`config.mk`:
```
export PLATFORM = sky130hd
export DESIGN_NAME = bmrs_cfg
export DESIGN_NICKNAME = d
export VERILOG_FILES = /design/src/hdl/bmrs_pkg.sv /design/src/hdl/bmrs_cfg.sv
export SDC_FILE = /design/constraint.sdc
export NUM_CORES = 1
export LEC_CHECK = 0
export ABC_AREA = 0
export BUFFER_PORTS_ARGS = -buffer_cell sky130_fd_sc_hd__buf_2
export CORE_MARGIN = 3
export CORE_UTILIZATION = 46
export CTS_CLUSTER_DIAMETER = 80
export CTS_CLUSTER_SIZE = 28
export DETAILED_ROUTE_END_ITERATION = 12
export PLACE_DENSITY = 0.88
export SKIP_CTS_REPAIR_TIMING = 1
export SLEW_MARGIN = 0
export SYNTH_ARGS = -nofsm -noshare
export SYNTH_HDL_FRONTEND = slang
export SYNTH_SLANG_ARGS = --single-unit
export TNS_END_PERCENT = 5
```
`constraint.sdc`:
```
create_clock -name clk -period 1.95 [get_ports clk]
set_input_delay 0.195 -clock clk [delete_from_list [all_inputs] [get_ports clk]]
set_output_delay 0.195 -clock clk [all_outputs]
set_load 0.02 [all_outputs]
```
`src/hdl/bmrs_pkg.sv`:
```
// shared types, codes and constants of the block map read segmenter
// no dependencies; every other file of the block imports this package
package bmrs_pkg;

    // fixed field widths
    localparam int unsigned LG_W      = 5;
    localparam int unsigned BLOCK_W   = 20;
    localparam int unsigned IDX_W     = 10;
    localparam int unsigned BYTE_W    = 32;
    localparam int unsigned PHYS_W    = 36;
    localparam int unsigned SEGLEN_W  = 17;
    localparam int unsigned WITHIN_W  = 16;
    localparam int unsigned STATUS_W  = 2;
    localparam int unsigned PADDR_W   = 3;
    localparam int unsigned PDATA_W   = 32;

    // defaults of the module parameters
    localparam int unsigned TABLE_DEPTH_DEF  = 1024;
    localparam int unsigned MAX_SEGMENTS_DEF = 64;

    // configuration
    localparam logic [LG_W-1:0]   LG_MAX       = 5'd16;
    localparam logic [LG_W-1:0]   LG_RESET     = 5'd12;
    localparam logic [BYTE_W-1:0] STREAM_RESET = 32'd0;

    // register indexes (paddr[2])
    localparam logic REG_BLOCK_SIZE_LOG2 = 1'b0;
    localparam logic REG_STREAM_SIZE     = 1'b1;

    // input commands
    localparam logic CMD_LOAD = 1'b0;
    localparam logic CMD_READ = 1'b1;

    // result status codes
    localparam logic [STATUS_W-1:0] STATUS_OK     = 2'd0;
    localparam logic [STATUS_W-1:0] STATUS_STREAM = 2'd1;
    localparam logic [STATUS_W-1:0] STATUS_RANGE  = 2'd2;

    typedef struct packed {
        logic                command;
        logic [IDX_W-1:0]    entry_index;
        logic [BLOCK_W-1:0]  block_number;
        logic [BYTE_W-1:0]   offset;
        logic [BYTE_W-1:0]   length;
    } req_t;

    typedef struct packed {
        logic [PHYS_W-1:0]   data_offset;
        logic [BYTE_W-1:0]   dest_offset;
        logic [SEGLEN_W-1:0] segment_length;
        logic                last;
        logic [STATUS_W-1:0] status;
    } seg_t;

    // live configuration handed to the sequencer
    typedef struct packed {
        logic [LG_W-1:0]   lg;
        logic [BYTE_W-1:0] stream_size;
    } cfg_t;

    // table access strobes from the sequencer
    typedef struct packed {
        logic wr_en;
        logic rd_en;
    } tbl_ctl_t;

    typedef enum logic [2:0] {
        ST_IDLE,
        ST_CHECK,
        ST_PLAN,
        ST_FETCH,
        ST_EMIT,
        ST_ERROR
    } state_t;

endpackage

```
`src/hdl/bmrs_cfg.sv`:
```
// configuration registers behind the apb-style port
// depends on bmrs_pkg
module bmrs_cfg (
    input  logic                         clk,
    input  logic                         rst_n,
    input  logic                         psel,
    input  logic                         penable,
    input  logic                         pwrite,
    input  logic [bmrs_pkg::PADDR_W-1:0] paddr,
    input  logic [bmrs_pkg::PDATA_W-1:0] pwdata,
    output logic [bmrs_pkg::PDATA_W-1:0] prdata,
    output logic                         pready,
    output bmrs_pkg::cfg_t               cfg
);
    import bmrs_pkg::*;

    logic [LG_W-1:0]   lg_reg;
    logic [BYTE_W-1:0] stream_reg;
    logic              wr_beat;
    logic              reg_sel;

    assign pready  = 1'b1;
    assign reg_sel = paddr[2];
    assign wr_beat = psel && penable && pwrite && pready;

    // register writes
    always_ff @(posedge clk or negedge rst_n)
    begin
        if (!rst_n)
        begin
            lg_reg     <= LG_RESET;
            stream_reg <= STREAM_RESET;
        end
        else if (wr_beat)
        begin
            if (reg_sel == REG_BLOCK_SIZE_LOG2)
            begin
                lg_reg <= pwdata[LG_W-1:0];
            end
            else
            begin
                stream_reg <= pwdata;
            end
        end
    end

    // read back
    always_comb
    begin
        if (reg_sel == REG_STREAM_SIZE)
        begin
            prdata = stream_reg;
        end
        else
        begin
            prdata = {{(PDATA_W-LG_W){1'b0}}, lg_reg};
        end
    end

    // block size above the limit acts as the limit
    assign cfg.lg          = (lg_reg > LG_MAX) ? LG_MAX : lg_reg;
    assign cfg.stream_size = stream_reg;

endmodule

```
== After elaboration in Yosys (flattened, before gate mapping) ==
Cells that the tools add are included.

* Input bits: 40
* Bits in registers: 37
* Logic and storage cells: 10
* Output and inout port bits: 70

* Multiplexer cells: 2
* Reductions and logical operators: 4
* Bitwise operators: 1
* Order comparisons: 1

{| class="wikitable"
|+ Operator list
! cell !! count
|-
| $mux 32 || 1
|-
| $gt 5x5->1 const B || 1
|-
| $mux 5 || 1
|-
| $reduce_and 2->1 || 2
|-
| $logic_and 1x1->1 || 2
|-
| $not 1->1 || 1
|}

== Logic depth before layout (Yosys ltp) ==
* Depth after elaboration: 3
* Mapped depth: 3

== Least setup slack after synthesis ==
No wires, ideal clock.

* Path type: register -> output
* From: register lg_reg[2]
* To: output cfg[34] (netlist bit)
* Slack: 0.912 ns
* Cell stages (with the launch flop): 2
* Path buffers: 0
* Data arrival time: 0.843 ns
* Cells stage by stage: dfstp_2 > nor2b_1

{| class="wikitable"
|+ RTL lines
! element !! line !! source
|-
| start, declared || bmrs_cfg.sv:17 || <nowiki>logic [LG_W-1:0] lg_reg;</nowiki>
|-
| start signal, assigned || bmrs_cfg.sv:38 || <nowiki>lg_reg <= pwdata[LG_W-1:0];</nowiki>
|-
| end, declared || bmrs_cfg.sv:13 || <nowiki>output bmrs_pkg::cfg_t cfg</nowiki>
|}

== Final worst setup path ==
* From: register lg_reg[4]
* To: output prdata[4] (netlist bit)

* Longest elaborated chain between the ends: 1

{| class="wikitable"
|+ Ends and longest elaborated chain
! element !! line !! source
|-
| $mux 32 || bmrs_cfg.sv:50 || <nowiki>if (reg_sel == REG_STREAM_SIZE)</nowiki>
|-
| end, declared || bmrs_cfg.sv:11 || <nowiki>output logic [bmrs_pkg::PDATA_W-1:0] prdata,</nowiki>
|}

No other way between the ends.

==> flow_metrics.env <==
export IMPL_status="finished with violations"
export IMPL_violations="negative hold slack"
export IMPL_place_congestion=0.713
export IMPL_crit_fanout=7
export IMPL_clock_sinks=37
export IMPL_area_growth_pct=36.9
export IMPL_vdd_ir_drop_max_v=0.000543
export IMPL_wl_per_cell_um=14.1
export IMPL_crit_family="flip-flops"
export IMPL_register_area_um2=928
export IMPL_fin_tns_setup_ns=0
export IMPL_fill_cells=290
export IMPL_rsz0062_at_grt="no"
export IMPL_finalSetupViolCount=0
export IMPL_post_route_period_util_pct=69.1
export IMPL_pwr_share_seq_pct=39.8
export IMPL_power_frac_clock_pct=21.4
export IMPL_critPathArrivalTime_ns=1.15
export IMPL_crit_slowest_cell="dfrtp_1"
export IMPL_path_depth=2
export IMPL_multi_input_area_um2=813
export IMPL_yosys_warnings=0
export IMPL_path_clk_slew_ns=0.07
export IMPL_max_slew_worst_pin_slew_ns=0.780
export IMPL_crit_type="reg -> out"
export IMPL_root_buffer="clkbuf_8"
export IMPL_synth_area_mm2=0.00180
export IMPL_start_util_pct=48.4
export IMPL_route_antenna_remaining_nets=0
export IMPL_die_h_um=68.5
export IMPL_max_freq_ghz=0.742
export IMPL_vias=1295
export IMPL_period_needed_ns=1.35
export IMPL_grt_max_degree=38
export IMPL_async_flop_share_pct=100
export IMPL_synth_area_leader_cell="dfrtp_1"
export IMPL_ys_ff_latch=37
export IMPL_syn_area_per_cell_um2=14.9
export IMPL_rr_worst_depth=1
export IMPL_hold_viol_final=20
export IMPL_antenna_found_initial=0
export IMPL_comb_power_share_pct=38.8
export IMPL_swShare_pct=35.2
export IMPL_n_antenna_cell=0
export IMPL_whs_ns=-0.00830
export IMPL_p_switching_uw=945
export IMPL_grt_pass1_vias=1193
export IMPL_p_total_mw=2.69
export IMPL_synth_edff_count=0
export IMPL_die_w_um=68.5
export IMPL_synth_ff_type="dfrtp_1"
export IMPL_max_slew_margin_pct=48.0
export IMPL_internal_power_mw=1.74
export IMPL_slowest_delay_ns=0.44
export IMPL_synth_top_cell_area_share_pct=48.7
export IMPL_leakage_nw=1.39
export IMPL_drcViolationCount=0
export IMPL_cts_max_path_buffers=2
export IMPL_clock_latency_ns=0.28
export IMPL_layout_drive_gt1_share_pct=70.3
export IMPL_boundaryPins=110
export IMPL_utilization_pct=66.2
export IMPL_drv_cap=0
export IMPL_worst_setup_path_end_kind="output port"
export IMPL_finalNetCount=268
export IMPL_synth_top_cells_by_area="dfrtp_1, mux2_4, and2_1, mux2_2, dfstp_2"
export IMPL_num_rows=22
export IMPL_drt_pass1_iter_count=2
export IMPL_largest_register_ffs=32
export IMPL_htree_num_levels=2
export IMPL_wirelength_um=3890
export IMPL_cts_made_buffers=5
export IMPL_viasPerCell=4.68
export IMPL_final_area_mm2=0.00246
export IMPL_die_area_mm2=0.00469
export IMPL_grtUsageTotal_pct=16.4
export IMPL_clock_skew_ns=0
export IMPL_startpoint="lg_reg[4]$_DFFE_PN0P_"
export IMPL_required_ns=1.75
export IMPL_cts_tree="built"
export IMPL_slew_viol_final=0
export IMPL_synth_cell_types=12
export IMPL_yosysSeqAreaShare_pct=51.6
export IMPL_critical_path_buf_inv_count=1
export IMPL_post_synth_top_count_cell="dfrtp_1"
export IMPL_place_area_mm2=0.00236
export IMPL_r2r_start="lg_reg[4]$_DFFE_PN0P_"
export IMPL_power_density_mw_per_mm2=1090
export IMPL_port_buffers=106
export IMPL_overflow=0
export IMPL_dp_hpwl_um=2940
export IMPL_synthCells=121
export IMPL_syn_num_nets=161
export IMPL_grt_pass1_wl_um=5700
export IMPL_hold_class="in -> async"
export IMPL_ys_top_cells_by_count="dfrtp_1, mux2_4, and2_1"
export IMPL_startpoint_type="flip-flop"
export IMPL_core_area_mm2=0.00372
export IMPL_drtIter0Drc=68
export IMPL_crit_path_cell_trace="mux2_2, buf_2"
==> metal layers <==
metal / up-vias / GRT usage (%) / share of wire (%) / wire (um)
met5: - / 0 / 0 / 0
met4: 0 / 2.98 / 0.28 / 11
met3: 2 / 5.67 / 8.4 / 329
met2: 61 / 28.5 / 50 / 1940
met1: 608 / 19.8 / 41 / 1610
li1: 624 / - / - / -
==> power by group through the flow <==
stage	Combinational, mW	Clock [mW]	Sequential [mW]
6_report	1.04	0.576	1.07
5_1_grt	1.12	0.624	1.10
4_1_cts	1.06	0.586	1.07
3_5_place_dp	1.05	0	1.08
3_3_place_gp	1.03	0	1.07
2_1_floorplan	0.511	0	1.25
==> stage by stage <==
step           cells  setup WS, ns
2_1_floorplan    121         0.912
4_1_cts          277         0.587
3_5_place_dp     269         0.526
3_3_place_gp     269         0.547
6_report         277         0.603
5_1_grt          277         0.540
==> final timing paths <==
check	endpoint	slack [ns]
setup / recovery	prdata[4]	0.60
hold / removal	stream_reg[12]$_DFFE_PN0P_	-0.008
hold reg to reg	stream_reg[28]$_DFFE_PN0P_	0.52
max in group asynchronous	stream_reg[28]$_DFFE_PN0P_	1.46
min in group clk	stream_reg[29]$_DFFE_PN0P_	0.14
setup reg to reg	lg_reg[4]$_DFFE_PN0P_	1.11
==> cell type report <==
class	count	share of cell area (%)
Sequential cell	37	37.7
Tap cell	48	2.44
Clock inverter	1	0.203
Clock buffer	7	3.91
Timing Repair Buffer	108	22.7
Multi-Input combinational cell	76	33.0
==> cell families (layout without fill, tap and decap cells) <==
family | count (synthesis) | after routing | share of synthesized area (%)
mux | 42 | 42 | 32.6
buf+inv | 8 | 116 | 3.13
flops | 37 | 37 | 51.6
simple gates | 33 | 33 | 12.5
other cells | 1 | 1 | 0.209
==> cells in the final DEF (no fill, tap or decap) <==
cell type | netlist | routed
conb_1 | 1 | 1
mux2_4 | 30 | 30
buf_2 | 0 | 106
mux2_2 | 12 | 12
dfstp_2 | 2 | 2
nor2b_1 | 4 | 4
clkbuf_8 | 0 | 7
clkinv_2 | 0 | 1
nand4b_1 | 1 | 1
buf_4 | 1 | 1
and2_1 | 27 | 27
buf_12 | 0 | 1
nand4_4 | 1 | 1
dfrtp_1 | 35 | 35
Note: power is estimated with default switching activity, not from simulation.
