**config.mk**
```make
export PLATFORM = sky130hd
export DESIGN_NAME = bmrs_seq
export DESIGN_NICKNAME = d
export VERILOG_FILES = /design/src/hdl/bmrs_pkg.sv /design/src/hdl/bmrs_seq.sv
export SDC_FILE = /design/constraint.sdc
export NUM_CORES = 1
export LEC_CHECK = 0
export ABC_CLOCK_PERIOD_IN_PS = 9400
export BUFFER_PORTS_ARGS = -buffer_cell sky130_fd_sc_hd__buf_2
export CAP_MARGIN = 0
export CORE_MARGIN = 4
export CORE_UTILIZATION = 49
export CTS_CLUSTER_DIAMETER = 50
export DETAILED_ROUTE_END_ITERATION = 12
export PLACE_DENSITY_LB_ADDON = 0.08
export SYNTH_ARGS = -nofsm -noshare
export SYNTH_HDL_FRONTEND = slang
export SYNTH_SLANG_ARGS = --single-unit
```
**constraint.sdc**
```tcl
create_clock -name clk -period 9.4 [get_ports clk]
set_input_delay 0.94 -clock clk [delete_from_list [all_inputs] [get_ports clk]]
set_output_delay 0.94 -clock clk [all_outputs]
set_load 0.05 [all_outputs]
```
**src/hdl/bmrs_pkg.sv**
```systemverilog
// shared types, codes and constants of the block map read segmenter
// no dependencies; every other file of the block imports this package
package bmrs_pkg;

    // fixed field widths
    localparam int unsigned LG_W      = 5;
    localparam int unsigned BLOCK_W   = 20;
    localparam int unsigned IDX_W     = 10;
    localparam int unsigned BYTE_W    = 32;
    localparam int unsigned PHYS_W    = 36;
    localparam int unsigned SEGLEN_W  = 17;
    localparam int unsigned WITHIN_W  = 16;
    localparam int unsigned STATUS_W  = 2;
    localparam int unsigned PADDR_W   = 3;
    localparam int unsigned PDATA_W   = 32;

    // defaults of the module parameters
    localparam int unsigned TABLE_DEPTH_DEF  = 1024;
    localparam int unsigned MAX_SEGMENTS_DEF = 64;

    // configuration
    localparam logic [LG_W-1:0]   LG_MAX       = 5'd16;
    localparam logic [LG_W-1:0]   LG_RESET     = 5'd12;
    localparam logic [BYTE_W-1:0] STREAM_RESET = 32'd0;

    // register indexes (paddr[2])
    localparam logic REG_BLOCK_SIZE_LOG2 = 1'b0;
    localparam logic REG_STREAM_SIZE     = 1'b1;

    // input commands
    localparam logic CMD_LOAD = 1'b0;
    localparam logic CMD_READ = 1'b1;

    // result status codes
    localparam logic [STATUS_W-1:0] STATUS_OK     = 2'd0;
    localparam logic [STATUS_W-1:0] STATUS_STREAM = 2'd1;
    localparam logic [STATUS_W-1:0] STATUS_RANGE  = 2'd2;

    typedef struct packed {
        logic                command;
        logic [IDX_W-1:0]    entry_index;
        logic [BLOCK_W-1:0]  block_number;
        logic [BYTE_W-1:0]   offset;
        logic [BYTE_W-1:0]   length;
    } req_t;

    typedef struct packed {
        logic [PHYS_W-1:0]   data_offset;
        logic [BYTE_W-1:0]   dest_offset;
        logic [SEGLEN_W-1:0] segment_length;
        logic                last;
        logic [STATUS_W-1:0] status;
    } seg_t;

    // live configuration handed to the sequencer
    typedef struct packed {
        logic [LG_W-1:0]   lg;
        logic [BYTE_W-1:0] stream_size;
    } cfg_t;

    // table access strobes from the sequencer
    typedef struct packed {
        logic wr_en;
        logic rd_en;
    } tbl_ctl_t;

    typedef enum logic [2:0] {
        ST_IDLE,
        ST_CHECK,
        ST_PLAN,
        ST_FETCH,
        ST_EMIT,
        ST_ERROR
    } state_t;

endpackage

```
**src/hdl/bmrs_seq.sv**
```systemverilog
// sequencer: range checks, table walk and segment output register
// depends on bmrs_pkg; drives the strobes of bmrs_table
module bmrs_seq #(
    parameter int unsigned TABLE_DEPTH  = bmrs_pkg::TABLE_DEPTH_DEF,
    parameter int unsigned MAX_SEGMENTS = bmrs_pkg::MAX_SEGMENTS_DEF,
    parameter int unsigned AW           = (TABLE_DEPTH > 1) ? $clog2(TABLE_DEPTH) : 1
) (
    input  logic                         clk,
    input  logic                         rst_n,
    input  bmrs_pkg::cfg_t               cfg,
    input  logic                         req_valid,
    output logic                         req_ready,
    input  bmrs_pkg::req_t               req,
    output logic                         seg_valid,
    input  logic                         seg_ready,
    output bmrs_pkg::seg_t               seg,
    output bmrs_pkg::tbl_ctl_t           tbl_ctl,
    output logic [AW-1:0]                wr_addr,
    output logic [AW-1:0]                rd_addr,
    input  logic [bmrs_pkg::BLOCK_W-1:0] rd_data
);
    import bmrs_pkg::*;

    localparam int unsigned CW = (MAX_SEGMENTS > 1) ? $clog2(MAX_SEGMENTS) : 1;

    state_t              state_reg, state_next;
    logic                out_valid_reg, out_valid_next;
    seg_t                out_reg, out_next;
    logic [BYTE_W-1:0]   offset_reg, offset_next;
    logic [BYTE_W-1:0]   length_reg, length_next;
    logic [BYTE_W:0]     end_reg, end_next;
    logic [BYTE_W-1:0]   first_reg, first_next;
    logic [BYTE_W-1:0]   last_blk_reg, last_blk_next;
    logic [STATUS_W-1:0] err_reg, err_next;
    logic [AW-1:0]       blk_reg, blk_next;
    logic [WITHIN_W-1:0] within_reg, within_next;
    logic [BYTE_W-1:0]   remaining_reg, remaining_next;
    logic [BYTE_W-1:0]   dest_reg, dest_next;
    logic [CW-1:0]       left_reg, left_next;

    logic                out_free;
    logic [BYTE_W-1:0]   idx_ext;
    logic [BYTE_W-1:0]   span;
    logic [BYTE_W-1:0]   end_byte;
    logic [SEGLEN_W-1:0] bsize;
    logic [SEGLEN_W-1:0] room;
    logic [SEGLEN_W-1:0] seg_len;
    logic [PHYS_W-1:0]   phys;

    assign idx_ext   = BYTE_W'(req.entry_index);
    assign wr_addr   = idx_ext[AW-1:0];
    assign rd_addr   = blk_reg;
    assign out_free  = !out_valid_reg || seg_ready;
    assign req_ready = (state_reg == ST_IDLE);
    assign seg_valid = out_valid_reg;
    assign seg       = out_reg;

    // segment arithmetic
    assign bsize    = SEGLEN_W'(1) << cfg.lg;
    assign room     = bsize - SEGLEN_W'(within_reg);
    assign seg_len  = (remaining_reg < BYTE_W'(room)) ? remaining_reg[SEGLEN_W-1:0] : room;
    assign phys     = (PHYS_W'(rd_data) << cfg.lg) | PHYS_W'(within_reg);
    assign span     = last_blk_reg - first_reg;
    assign end_byte = (length_reg == '0) ? offset_reg : (end_reg[BYTE_W-1:0] - BYTE_W'(1));

    // control registers
    always_ff @(posedge clk or negedge rst_n)
    begin
        if (!rst_n)
        begin
            state_reg     <= ST_IDLE;
            out_valid_reg <= 1'b0;
        end
        else
        begin
            state_reg     <= state_next;
            out_valid_reg <= out_valid_next;
        end
    end

    // working and payload registers
    always_ff @(posedge clk)
    begin
        out_reg       <= out_next;
        offset_reg    <= offset_next;
        length_reg    <= length_next;
        end_reg       <= end_next;
        first_reg     <= first_next;
        last_blk_reg  <= last_blk_next;
        err_reg       <= err_next;
        blk_reg       <= blk_next;
        within_reg    <= within_next;
        remaining_reg <= remaining_next;
        dest_reg      <= dest_next;
        left_reg      <= left_next;
    end

    // next state and outputs
    always_comb
    begin
        state_next     = state_reg;
        out_valid_next = out_valid_reg && !seg_ready;
        out_next       = out_reg;
        offset_next    = offset_reg;
        length_next    = length_reg;
        end_next       = end_reg;
        first_next     = first_reg;
        last_blk_next  = last_blk_reg;
        err_next       = err_reg;
        blk_next       = blk_reg;
        within_next    = within_reg;
        remaining_next = remaining_reg;
        dest_next      = dest_reg;
        left_next      = left_reg;
        tbl_ctl.wr_en  = 1'b0;
        tbl_ctl.rd_en  = 1'b0;

        case (state_reg)
            ST_IDLE:
            begin
                if (req_valid)
                begin
                    if (req.command == CMD_LOAD)
                    begin
                        // slots past the table are dropped
                        tbl_ctl.wr_en = (idx_ext < BYTE_W'(TABLE_DEPTH));
                    end
                    else
                    begin
                        offset_next = req.offset;
                        length_next = req.length;
                        end_next    = {1'b0, req.offset} + {1'b0, req.length};
                        state_next  = ST_CHECK;
                    end
                end
            end
            ST_CHECK:
            begin
                // stream bound first, then block span
                if (end_reg > {1'b0, cfg.stream_size})
                begin
                    err_next   = STATUS_STREAM;
                    state_next = ST_ERROR;
                end
                else
                begin
                    first_next    = offset_reg >> cfg.lg;
                    last_blk_next = end_byte >> cfg.lg;
                    state_next    = ST_PLAN;
                end
            end
            ST_PLAN:
            begin
                if (last_blk_reg >= BYTE_W'(TABLE_DEPTH) || span >= BYTE_W'(MAX_SEGMENTS))
                begin
                    err_next   = STATUS_RANGE;
                    state_next = ST_ERROR;
                end
                else
                begin
                    blk_next       = first_reg[AW-1:0];
                    within_next    = offset_reg[WITHIN_W-1:0] & (bsize[WITHIN_W-1:0] - 1'b1);
                    remaining_next = length_reg;
                    dest_next      = '0;
                    left_next      = span[CW-1:0];
                    state_next     = ST_FETCH;
                end
            end
            ST_FETCH:
            begin
                tbl_ctl.rd_en = 1'b1;
                state_next    = ST_EMIT;
            end
            ST_EMIT:
            begin
                if (out_free)
                begin
                    out_valid_next          = 1'b1;
                    out_next.data_offset    = phys;
                    out_next.dest_offset    = dest_reg;
                    out_next.segment_length = seg_len;
                    out_next.last           = (left_reg == '0);
                    out_next.status         = STATUS_OK;
                    dest_next               = dest_reg + BYTE_W'(seg_len);
                    remaining_next          = remaining_reg - BYTE_W'(seg_len);
                    within_next             = '0;
                    blk_next                = blk_reg + 1'b1;
                    left_next               = left_reg - 1'b1;
                    state_next              = (left_reg == '0) ? ST_IDLE : ST_FETCH;
                end
            end
            ST_ERROR:
            begin
                if (out_free)
                begin
                    out_valid_next          = 1'b1;
                    out_next.data_offset    = '0;
                    out_next.dest_offset    = '0;
                    out_next.segment_length = '0;
                    out_next.last           = 1'b1;
                    out_next.status         = err_reg;
                    state_next              = ST_IDLE;
                end
            end
            default:
            begin
                state_next = ST_IDLE;
            end
        endcase
    end

endmodule

```
# Word level (Yosys, flattened, before mapping)
# Index checks and enable logic that the tools add are counted.
# word_totals
ff_bits,351
latch_bits,0
ram_bits,0
mem_bits_ro,0
in_bits,156
out_inout_bits,112
wordCells,106
n_memories,0
# classes
add_sub_neg,9
mul,0
n_div,0
n_lt_le_gt_ge,5
eq_ne,12
n_shift,4
muxes,37
n_bitwise,3
n_reduce_logical,18
# op_table
op,n
$mux 88,2
$pmux 88 s2,1
$mux 32,5
$pmux 32 s2,2
$shr 32x5->32,2
$or 36x16->36,1
$shl 20x5->36,1
$add 32x32->33,1
$gt 33x32->1,1
$add 32x17->32,1
$ge 32x11->1 const B,1
$ge 32x7->1 const B,1
$logic_not 32->1,1
$lt 32x17->1,1
$mux 16,2
$pmux 16 s2,1
$sub 32x1->32 const B,1
$sub 32x17->32,1
$sub 32x32->32,1
$mux 10,2
$pmux 10 s2,1
$mux 3,6
$pmux 3 s6,1
$mux 17,1
other kinds (28),50

# Logic depth before layout (Yosys ltp)
# Gate-level depths: netlist (run 1).
# depth
depth_word,7
depth_mapped,45
depth_no_buf,40

# Least setup slack after synthesis (run 1)
# OpenSTA, ideal clock, no wires.
# synth_path
kind,input port to flip-flop
start,input port cfg[1] (netlist name)
end,"register first_reg[0], enable pin"
setup_ps,647
arrival_time_ps,8640
required_ps,8753
setup_slack_ps,113
stages,14
n_path_buf,0
path_cell_list,inv_1 -> ha_1 -> nor2b_1 -> o21a_1 -> o21a_1 -> o21ai_0 -> nand2b_1 -> a21oi_1 -> nor2b_1 -> o21ai_0 -> a21oi_1 -> o21ai_0 -> a21oi_1 -> nor4_1
# synth_via
elab_chain_cells,3
# synth_rtl
item,line,source
"start, declared",bmrs_seq.sv:10,"input bmrs_pkg::cfg_t cfg,"
$gt 33x32->1,bmrs_seq.sv:140,"if (end_reg > {1'b0, cfg.stream_size})"
$not 1->1 (no source line),n/a,
$reduce_and 2->1 (no source line),n/a,
"end signal, assigned",bmrs_seq.sv:88,first_reg <= first_next;
"end, declared",bmrs_seq.sv:32,"logic [BYTE_W-1:0] first_reg, first_next;"
# Every way passes these cells.
# A chain may end at the register's enable or synchronous reset.

# Final worst setup path (run 1)
# layout_path
start,input port cfg[33] (netlist name)
end,"register remaining_reg[26], data pin"
# layout_via
elab_chain_cells,7
# layout_rtl
item,line,source
$shl 1x5->17 (*),bmrs_seq.sv:59,assign bsize = SEGLEN_W'(1) << cfg.lg;
$sub 17x16->17 (*),bmrs_seq.sv:60,assign room = bsize - SEGLEN_W'(within_reg);
$lt 32x17->1,bmrs_seq.sv:61,assign seg_len = (remaining_reg < BYTE_W'(room)) ? remaining_reg[SEGLEN_W-1:0] : room;
$mux 17 (*),bmrs_seq.sv:61,
named net seg_len[0],bmrs_seq.sv:47,logic [SEGLEN_W-1:0] seg_len;
$sub 32x17->32 (*),bmrs_seq.sv:185,remaining_next = remaining_reg - BYTE_W'(seg_len);
$mux 32 (*),bmrs_seq.sv:176,if (out_free)
$pmux 32 s2 (*),bmrs_seq.sv:118,case (state_reg)
named net remaining_next[26],bmrs_seq.sv:37,"logic [BYTE_W-1:0] remaining_reg, remaining_next;"
"end signal, assigned",bmrs_seq.sv:93,remaining_reg <= remaining_next;
"end, declared",bmrs_seq.sv:37,
# The timed path passes the listed nets; every way through them passes the cells marked *. The select of a mux whose other input is x is not followed.

==> results.ini, run 1 <==
[status]
outcome=finished, final reports clean

[clock_tree]
cts_root_buf=clkbuf_16
clk_pin_slew_ps=60
clockBufferDepth=3
cts.repair.resized=0
ctsHoldBuffers=0
worstSkewPairLatency_ps=590
cts_sinks=351
cts_buffers=44
post_cts.repair.setup_buffers=0
cts_tree=yes
htreeDepth=2

[grt]
grt_max_degree=84
top_usage_layer=met1
grt.overflow.total=0
grt_pass1_vias=21300
antenna_found_initial=12
grt_usage=0.2857
grtUsageMet2=0.4272
grt_pass1_wl_um=127400
grt_use_met1=0.4293
met3_usage=0.05446

[critical_path]
worstPathMaxFanout=14
cp_slowest_stage_delay_ps=450
r2r_end=remaining_reg[26]
critical_path_class=in -> reg
r2r_cells=33
slowest_stage=or4_1
worstPathRequired_ps=9700
r2r_setup_slack_ps=1610
crit_top_cell=ha_1
crit_path_end_kind=flip-flop
crit-reg2reg-launch=within_reg[7]
arrival_ps=8820
startpoint_type=input pin

[worst_hold_path]
hold_class=in -> async

[detailed_routing]
drc=0
ant_nets=0
first_pass_iters=5
wl_per_cell_um=22.34
drt_iter0_markers=2123
num_vias=22680
viasPerCell=6.001
postRouteWirelength_um=84450

[logic_synthesis]
synth_seq_cells=351
syn_area_mm2=0.02632
synthTopCellsByCount=edfxtp_1, nor2_1, nand2_1, a21oi_1, o21ai_0
post_synth.cell_area_avg_um2=9.183
synth_nets=3171
yosysWarnings=0
post-synth-top-area-cell=edfxtp_1
async_flop_share=0.01140
synth_top_area_share=0.3959
yosysUniqueCellTypes=113
synthCells=2866
synth_flop_cell=edfxtp_1
synth_edf_count=347
synth_area_leaders=edfxtp_1, ha_1, nor2_1
ys_seq_area_frac=0.3997
synth_most_common_cell=edfxtp_1

[sta]
drv_slew=0
period_minus_slack_ps=8525
fin_tns_setup_ps=0
fin_crit_sh=0.9069
slew_headroom=0.2349
max_freq_mhz=117.3
clock_skew_ps=22.16
setup_viol=0
grt_setup_unrepaired=false
hold_viol=0
worst_slew_pin_slew_ps=1145

[die]
initial_utilization=0.4978
die_h_um=239.8
row_count=84
die_area_mm2=0.05748
die_w_um=239.8
ios=268
core_area_mm2=0.05287

[power_and_ir_drop]
leakage_uw=0.01198
ir_drop_mv=0.1698
power_density_mw_per_mm2=250.6

[cells_and_area]
final_core_util=0.5608
nets=3352
area_growth_pct=12.66
drive_gt1_frac=0.1476
largest_reg_flops=88

[run]
cap_violations=0

[placed_design]
io_buffers=227
place_congestion=1.018
dp_hpwl_um=66820

[worst max-delay path: cells and delay by family]
family | cells | cell delay [ps]
AO/OA/AOI/OAI | 14 | 2780
AND/OR/NAND/NOR | 9 | 2160
adder cells (fa/ha/maj) | 7 | 2000
buffers and inverters | 5 | 740
XOR/XNOR | 1 | 160
[per-stage QoR]
step	hold WS, ps	setup WS, ps	total power (µW)	instances	cell area (µm²)
after detailed placement	540.3	390.7	5688	3689	28110
final	148.7	874.8	7431	3780	29650
after floorplan	511.2	112.6	4862	2866	26320
after CTS	116.3	985.1	7431	3770	29620
after global placement	531.4	711.3	5637	3689	28110
after global routing	118.3	346.1	7861	3770	29620
[cells in the final DEF (no fill, tap or decap), types with 10 or more instances in the layout]
master / instances
a211oi_1: 34
a21o_1: 37
a21oi_1: 208
a31oi_1: 33
and2_1: 74
and3_1: 33
buf_2: 226
buf_4: 52
clkbuf_16: 44
diode_2: 10
edfxtp_1: 347
ha_1: 146
inv_1: 153
maj3_1: 11
mux2_2: 26
mux2i_1: 113
mux4_2: 15
nand2_1: 299
nand2b_1: 27
nand3_1: 51
nand4_1: 22
nor2_1: 314
nor2b_1: 37
nor3_1: 58
nor4_1: 44
o2111ai_1: 11
o211ai_1: 19
o21a_1: 35
o21ai_0: 190
o21ai_1: 13
o22ai_1: 20
o31ai_1: 10
or2_2: 10
or3_1: 12
xnor2_1: 73
xor2_1: 53
[cell families after synthesis]
logic type	count (synthesis)	share of synthesized area
AND/OR/NAND/NOR	1044	0.1895
AO/OA/AOI/OAI	722	0.1730
flip-flops	351	0.3997
buffers and inverters	301	0.04702
adder cells (fa/ha/maj)	162	0.07673
multiplexers	154	0.06694
XOR/XNOR	132	0.04716
[power breakdown]
part | switching [µW] | internal, µW
registers | 282 | 2260
logic | 2120 | 1040
clock network | 725 | 1010
[layout make-up]
cell class                      instances  area, µm²
Timing Repair Buffer                  278       1521
Inverter                              158      593.1
Tap cell                              688      860.8
Fill cell                            4804      23220
Clock buffer                           48       1126
Antenna cell                           10      25.02
Sequential cell                       351      10520
Clock inverter                         33      390.4
Multi-Input combinational cell       2214      14610
[per-layer routing]
metal | share of wire | wire length, µm
met1 | 0.46 | 39090
met3 | 0.085 | 7207
met2 | 0.43 | 35970
met4 | 0.025 | 2112
met5 | 0.00090 | 76
[how the worst max path moves through the flow]
stage / start / endpoint
6_report: cfg[33] / remaining_reg[26]
5_1_grt: cfg[33] / remaining_reg[26]
4_1_cts: cfg[33] / remaining_reg[26]
3_5_place_dp: cfg[33] / remaining_reg[26]
3_3_place_gp: cfg[33] / remaining_reg[26]
2_1_floorplan: cfg[1] / first_reg[0]
(Power assumes the default switching activity.)
==> run 2: changes to the inputs <==
--- a/config.mk
+++ b/config.mk
@@ -5,6 +5,7 @@
 export SDC_FILE = /design/constraint.sdc
 export NUM_CORES = 1
 export LEC_CHECK = 0
+export ABC_AREA = 1
 export ABC_CLOCK_PERIOD_IN_PS = 9400
 export BUFFER_PORTS_ARGS = -buffer_cell sky130_fd_sc_hd__buf_2
 export CAP_MARGIN = 0
==> results.ini, run 2 <==
[status]
outcome=finished, final reports clean  ; unchanged

[die]
core_area_mm2=0.05297  ; was 0.05287 mm²
die_h_um=240.3  ; was 239.8 µm
initial_utilization=0.4990  ; was 0.4978
ios=268  ; unchanged
die_area_mm2=0.05773  ; was 0.05748 mm²
row_count=84  ; unchanged
die_w_um=240.3  ; was 239.8 µm

[power_and_ir_drop]
seqPwrFrac=0.321  ; was 0.342
ir_drop_mv=0.1769  ; was 0.1698 mV
comb_power_share=0.471  ; was 0.425
power_density_mw_per_mm2=283.5  ; was 250.6 mW/mm²
p_int_uw=4481  ; was 4308 µW
leakage_uw=0.01361  ; was 0.01198 µW
switchingPower_uw=3930  ; was 3123 µW
switching_share=0.4673  ; was 0.4203
clock_power_share=0.208  ; was 0.233

[critical_path]
cp_slowest_stage_delay_ps=840  ; was 450 ps
slowest_stage=o21ai_0  ; was or4_1
crit_path_end_kind=flip-flop  ; unchanged
startpoint_type=input pin  ; unchanged
worstPathRequired_ps=9770  ; was 9700 ps
worstPathMaxFanout=53  ; was 14
crit_top_cell=nor2_1  ; was ha_1
critical_path_class=in -> reg  ; unchanged
arrival_ps=8600  ; was 8820 ps

[detailed_routing]
drt_iter0_markers=2336  ; was 2123
viasPerCell=5.549  ; was 6.001
postRouteWirelength_um=84730  ; was 84450 µm
num_vias=24310  ; was 22.68k
wl_per_cell_um=19.34  ; was 22.34 µm
first_pass_iters=6  ; was 5
drc=0  ; unchanged
ant_nets=0  ; unchanged

[cells_and_area]
layout_commonest_cell=nand2_1  ; was edfxtp_1
instances_no_fill=4381  ; was 3780
drive_gt1_frac=0.1215  ; was 0.1476
nFillCells=5060  ; was 4804
layout_common_cells=nand2_1, inv_1, edfxtp_1  ; was edfxtp_1, nor2_1, nand2_1
final_area_mm2=0.02967  ; was 0.02965 mm²
area_growth_pct=12.25  ; was 12.66%
largest_reg_flops=88  ; unchanged
nets=3954  ; was 3352

[clock_tree]
cts.repair.resized=0  ; unchanged
ctsHoldBuffers=0  ; unchanged
cts_root_buf=clkbuf_16  ; unchanged
clockBufferDepth=3  ; unchanged
cts_tree=yes  ; unchanged
htreeDepth=2  ; unchanged
worstSkewPairLatency_ps=610  ; was 590 ps
post_cts.repair.setup_buffers=0  ; unchanged
cts_buffers=47  ; was 44
cts_sinks=351  ; unchanged
clk_pin_slew_ps=60  ; about the same

[logic_synthesis]
synth_most_common_cell=nand2_1  ; was edfxtp_1
synth_seq_cells=351  ; unchanged
synth_area_leaders=edfxtp_1, nand2_1, inv_1  ; was edfxtp_1, ha_1, nor2_1
synthCells=3466  ; was 2866
post-synth-top-area-cell=edfxtp_1  ; unchanged
synth_edf_count=347  ; unchanged
async_flop_share=0.01140  ; unchanged
synth_top_area_share=0.3942  ; was 0.3959
syn_area_mm2=0.02643  ; was 0.02632 mm²
synth_nets=3771  ; was 3171
synth_flop_cell=edfxtp_1  ; unchanged
post_synth.cell_area_avg_um2=7.627  ; was 9.183 µm²
yosysUniqueCellTypes=64  ; was 113
yosysWarnings=0  ; unchanged
synthTopCellsByCount=nand2_1, inv_1, edfxtp_1, nor2_1, o21ai_0  ; was edfxtp_1, nor2_1, nand2_1, a21oi_1, o21ai_0
ys_seq_area_frac=0.3980  ; was 0.3997

[run]
cap_violations=0  ; unchanged

[sta]
clock_skew_ps=41.97  ; was 22.16 ps
grt_setup_unrepaired=false  ; unchanged
worst_slew_pin_slew_ps=1117  ; was 1145 ps
period_minus_slack_ps=8231  ; was 8525 ps
setup_viol=0  ; unchanged
max_freq_mhz=121.5  ; was 117.3 MHz
drv_slew=0  ; unchanged
fin_tns_setup_ps=0  ; unchanged
fin_crit_sh=0.8756  ; was 0.9069
slew_headroom=0.2475  ; was 0.2349
hold_viol=0  ; unchanged

[placed_design]
dp_hpwl_um=68030  ; was 66820 µm
io_buffers=227  ; unchanged
place_area_mm2=0.02812  ; was 0.02811 mm²
place_inst=4288  ; was 3689
place_congestion=1.039  ; was 1.018

[grt]
grt_usage=0.2876  ; was 0.2857
grt_pass1_wl_um=129900  ; was 127400 µm
grt_max_degree=81  ; was 84
antenna_found_initial=12  ; unchanged
grt_pass1_vias=22760  ; was 21.30k
grt.overflow.total=0  ; unchanged

[worst_hold_path]
hold_class=in -> async  ; unchanged

==> run 2: worst max-delay path: cells and delay by family <==
kind | cells | cell delay (ps)
AO/OA/AOI/OAI | 4 | 1510
XOR/XNOR | 1 | 460
adder cells (fa/ha/maj) | 3 | 1110
buffers and inverters | 6 | 1190
AND/OR/NAND/NOR | 26 | 3310
==> run 2: per-stage QoR <==
step / hold WS [ps] / setup slack (ps) / power [µW] / utilization
after floorplan: 513.7 / 1414 / 5591 / -
after global placement: 526.0 / 902.7 / 6592 / 0.5308
after detailed placement: 535.8 / 684.7 / 6654 / 0.5308
after CTS: 95.91 / 1319 / 8425 / 0.5599
after global routing: 113.1 / 429.6 / 8979 / 0.5599
final: 130.4 / 1169 / 8411 / 0.5602
==> run 2: path summary, 6_finish.rpt <==
path	to	startpoint	cells past startpoint	slack, ps
setup / recovery	dest_reg[30]	cfg[35]	40	1170
hold / removal	state_reg[1]	rst_n	1	130
setup reg to reg	dest_reg[30]	within_reg[3]	35	3160
hold reg to reg	seg[0]	err_reg[0]	2	550
max in group asynchronous	state_reg[2]	rst_n	1	9140
min in group clk	seg[0]	err_reg[0]	2	550
==> run 2: power by group through the flow <==
stage / clock network (µW) / registers, µW / logic, µW
2_1_floorplan: 0 / 3250 / 2340
5_1_grt: 1850 / 2740 / 4390
3_5_place_dp: 0 / 2730 / 3930
4_1_cts: 1780 / 2690 / 3950
3_3_place_gp: 0 / 2720 / 3870
6_report: 1750 / 2700 / 3960
==> run 2: layout make-up <==
type,instances,area (µm²),share of cell area
Clock buffer,55,1236,0.04166
Tap cell,688,860.8,0.02901
Timing Repair Buffer,250,1311,0.04419
Sequential cell,351,10520,0.3545
Inverter,500,1877,0.06325
Multi-Input combinational cell,2499,13550,0.4566
Antenna cell,6,15.01,0.0005060
Clock inverter,32,304.0,0.01025
==> run 2: cell families (layout without fill, tap and decap cells) <==
logic type	count (synthesis)	in the layout	share of synthesized area
DFF	351	351	0.3980
AOI/OAI and AO/OA	647	647	0.1365
buffers and inverters	616	837	0.09102
and+or+nand+nor	1558	1558	0.2533
other	0	6	0
adders and majority gates	149	149	0.07138
xor gates and xnor gates	108	108	0.03578
muxes	37	37	0.01401
==> run 2: per-layer routing <==
metal  vias to the layer above  track usage  wire, µm  share of wire
li1                      11940            -         -              -
met3                       127      0.05242      6929          0.082
met5                         -            0        92         0.0011
met4                        12      0.07660      2306          0.027
met1                     11280       0.4269     39600           0.47
met2                       959       0.4343     35800           0.42
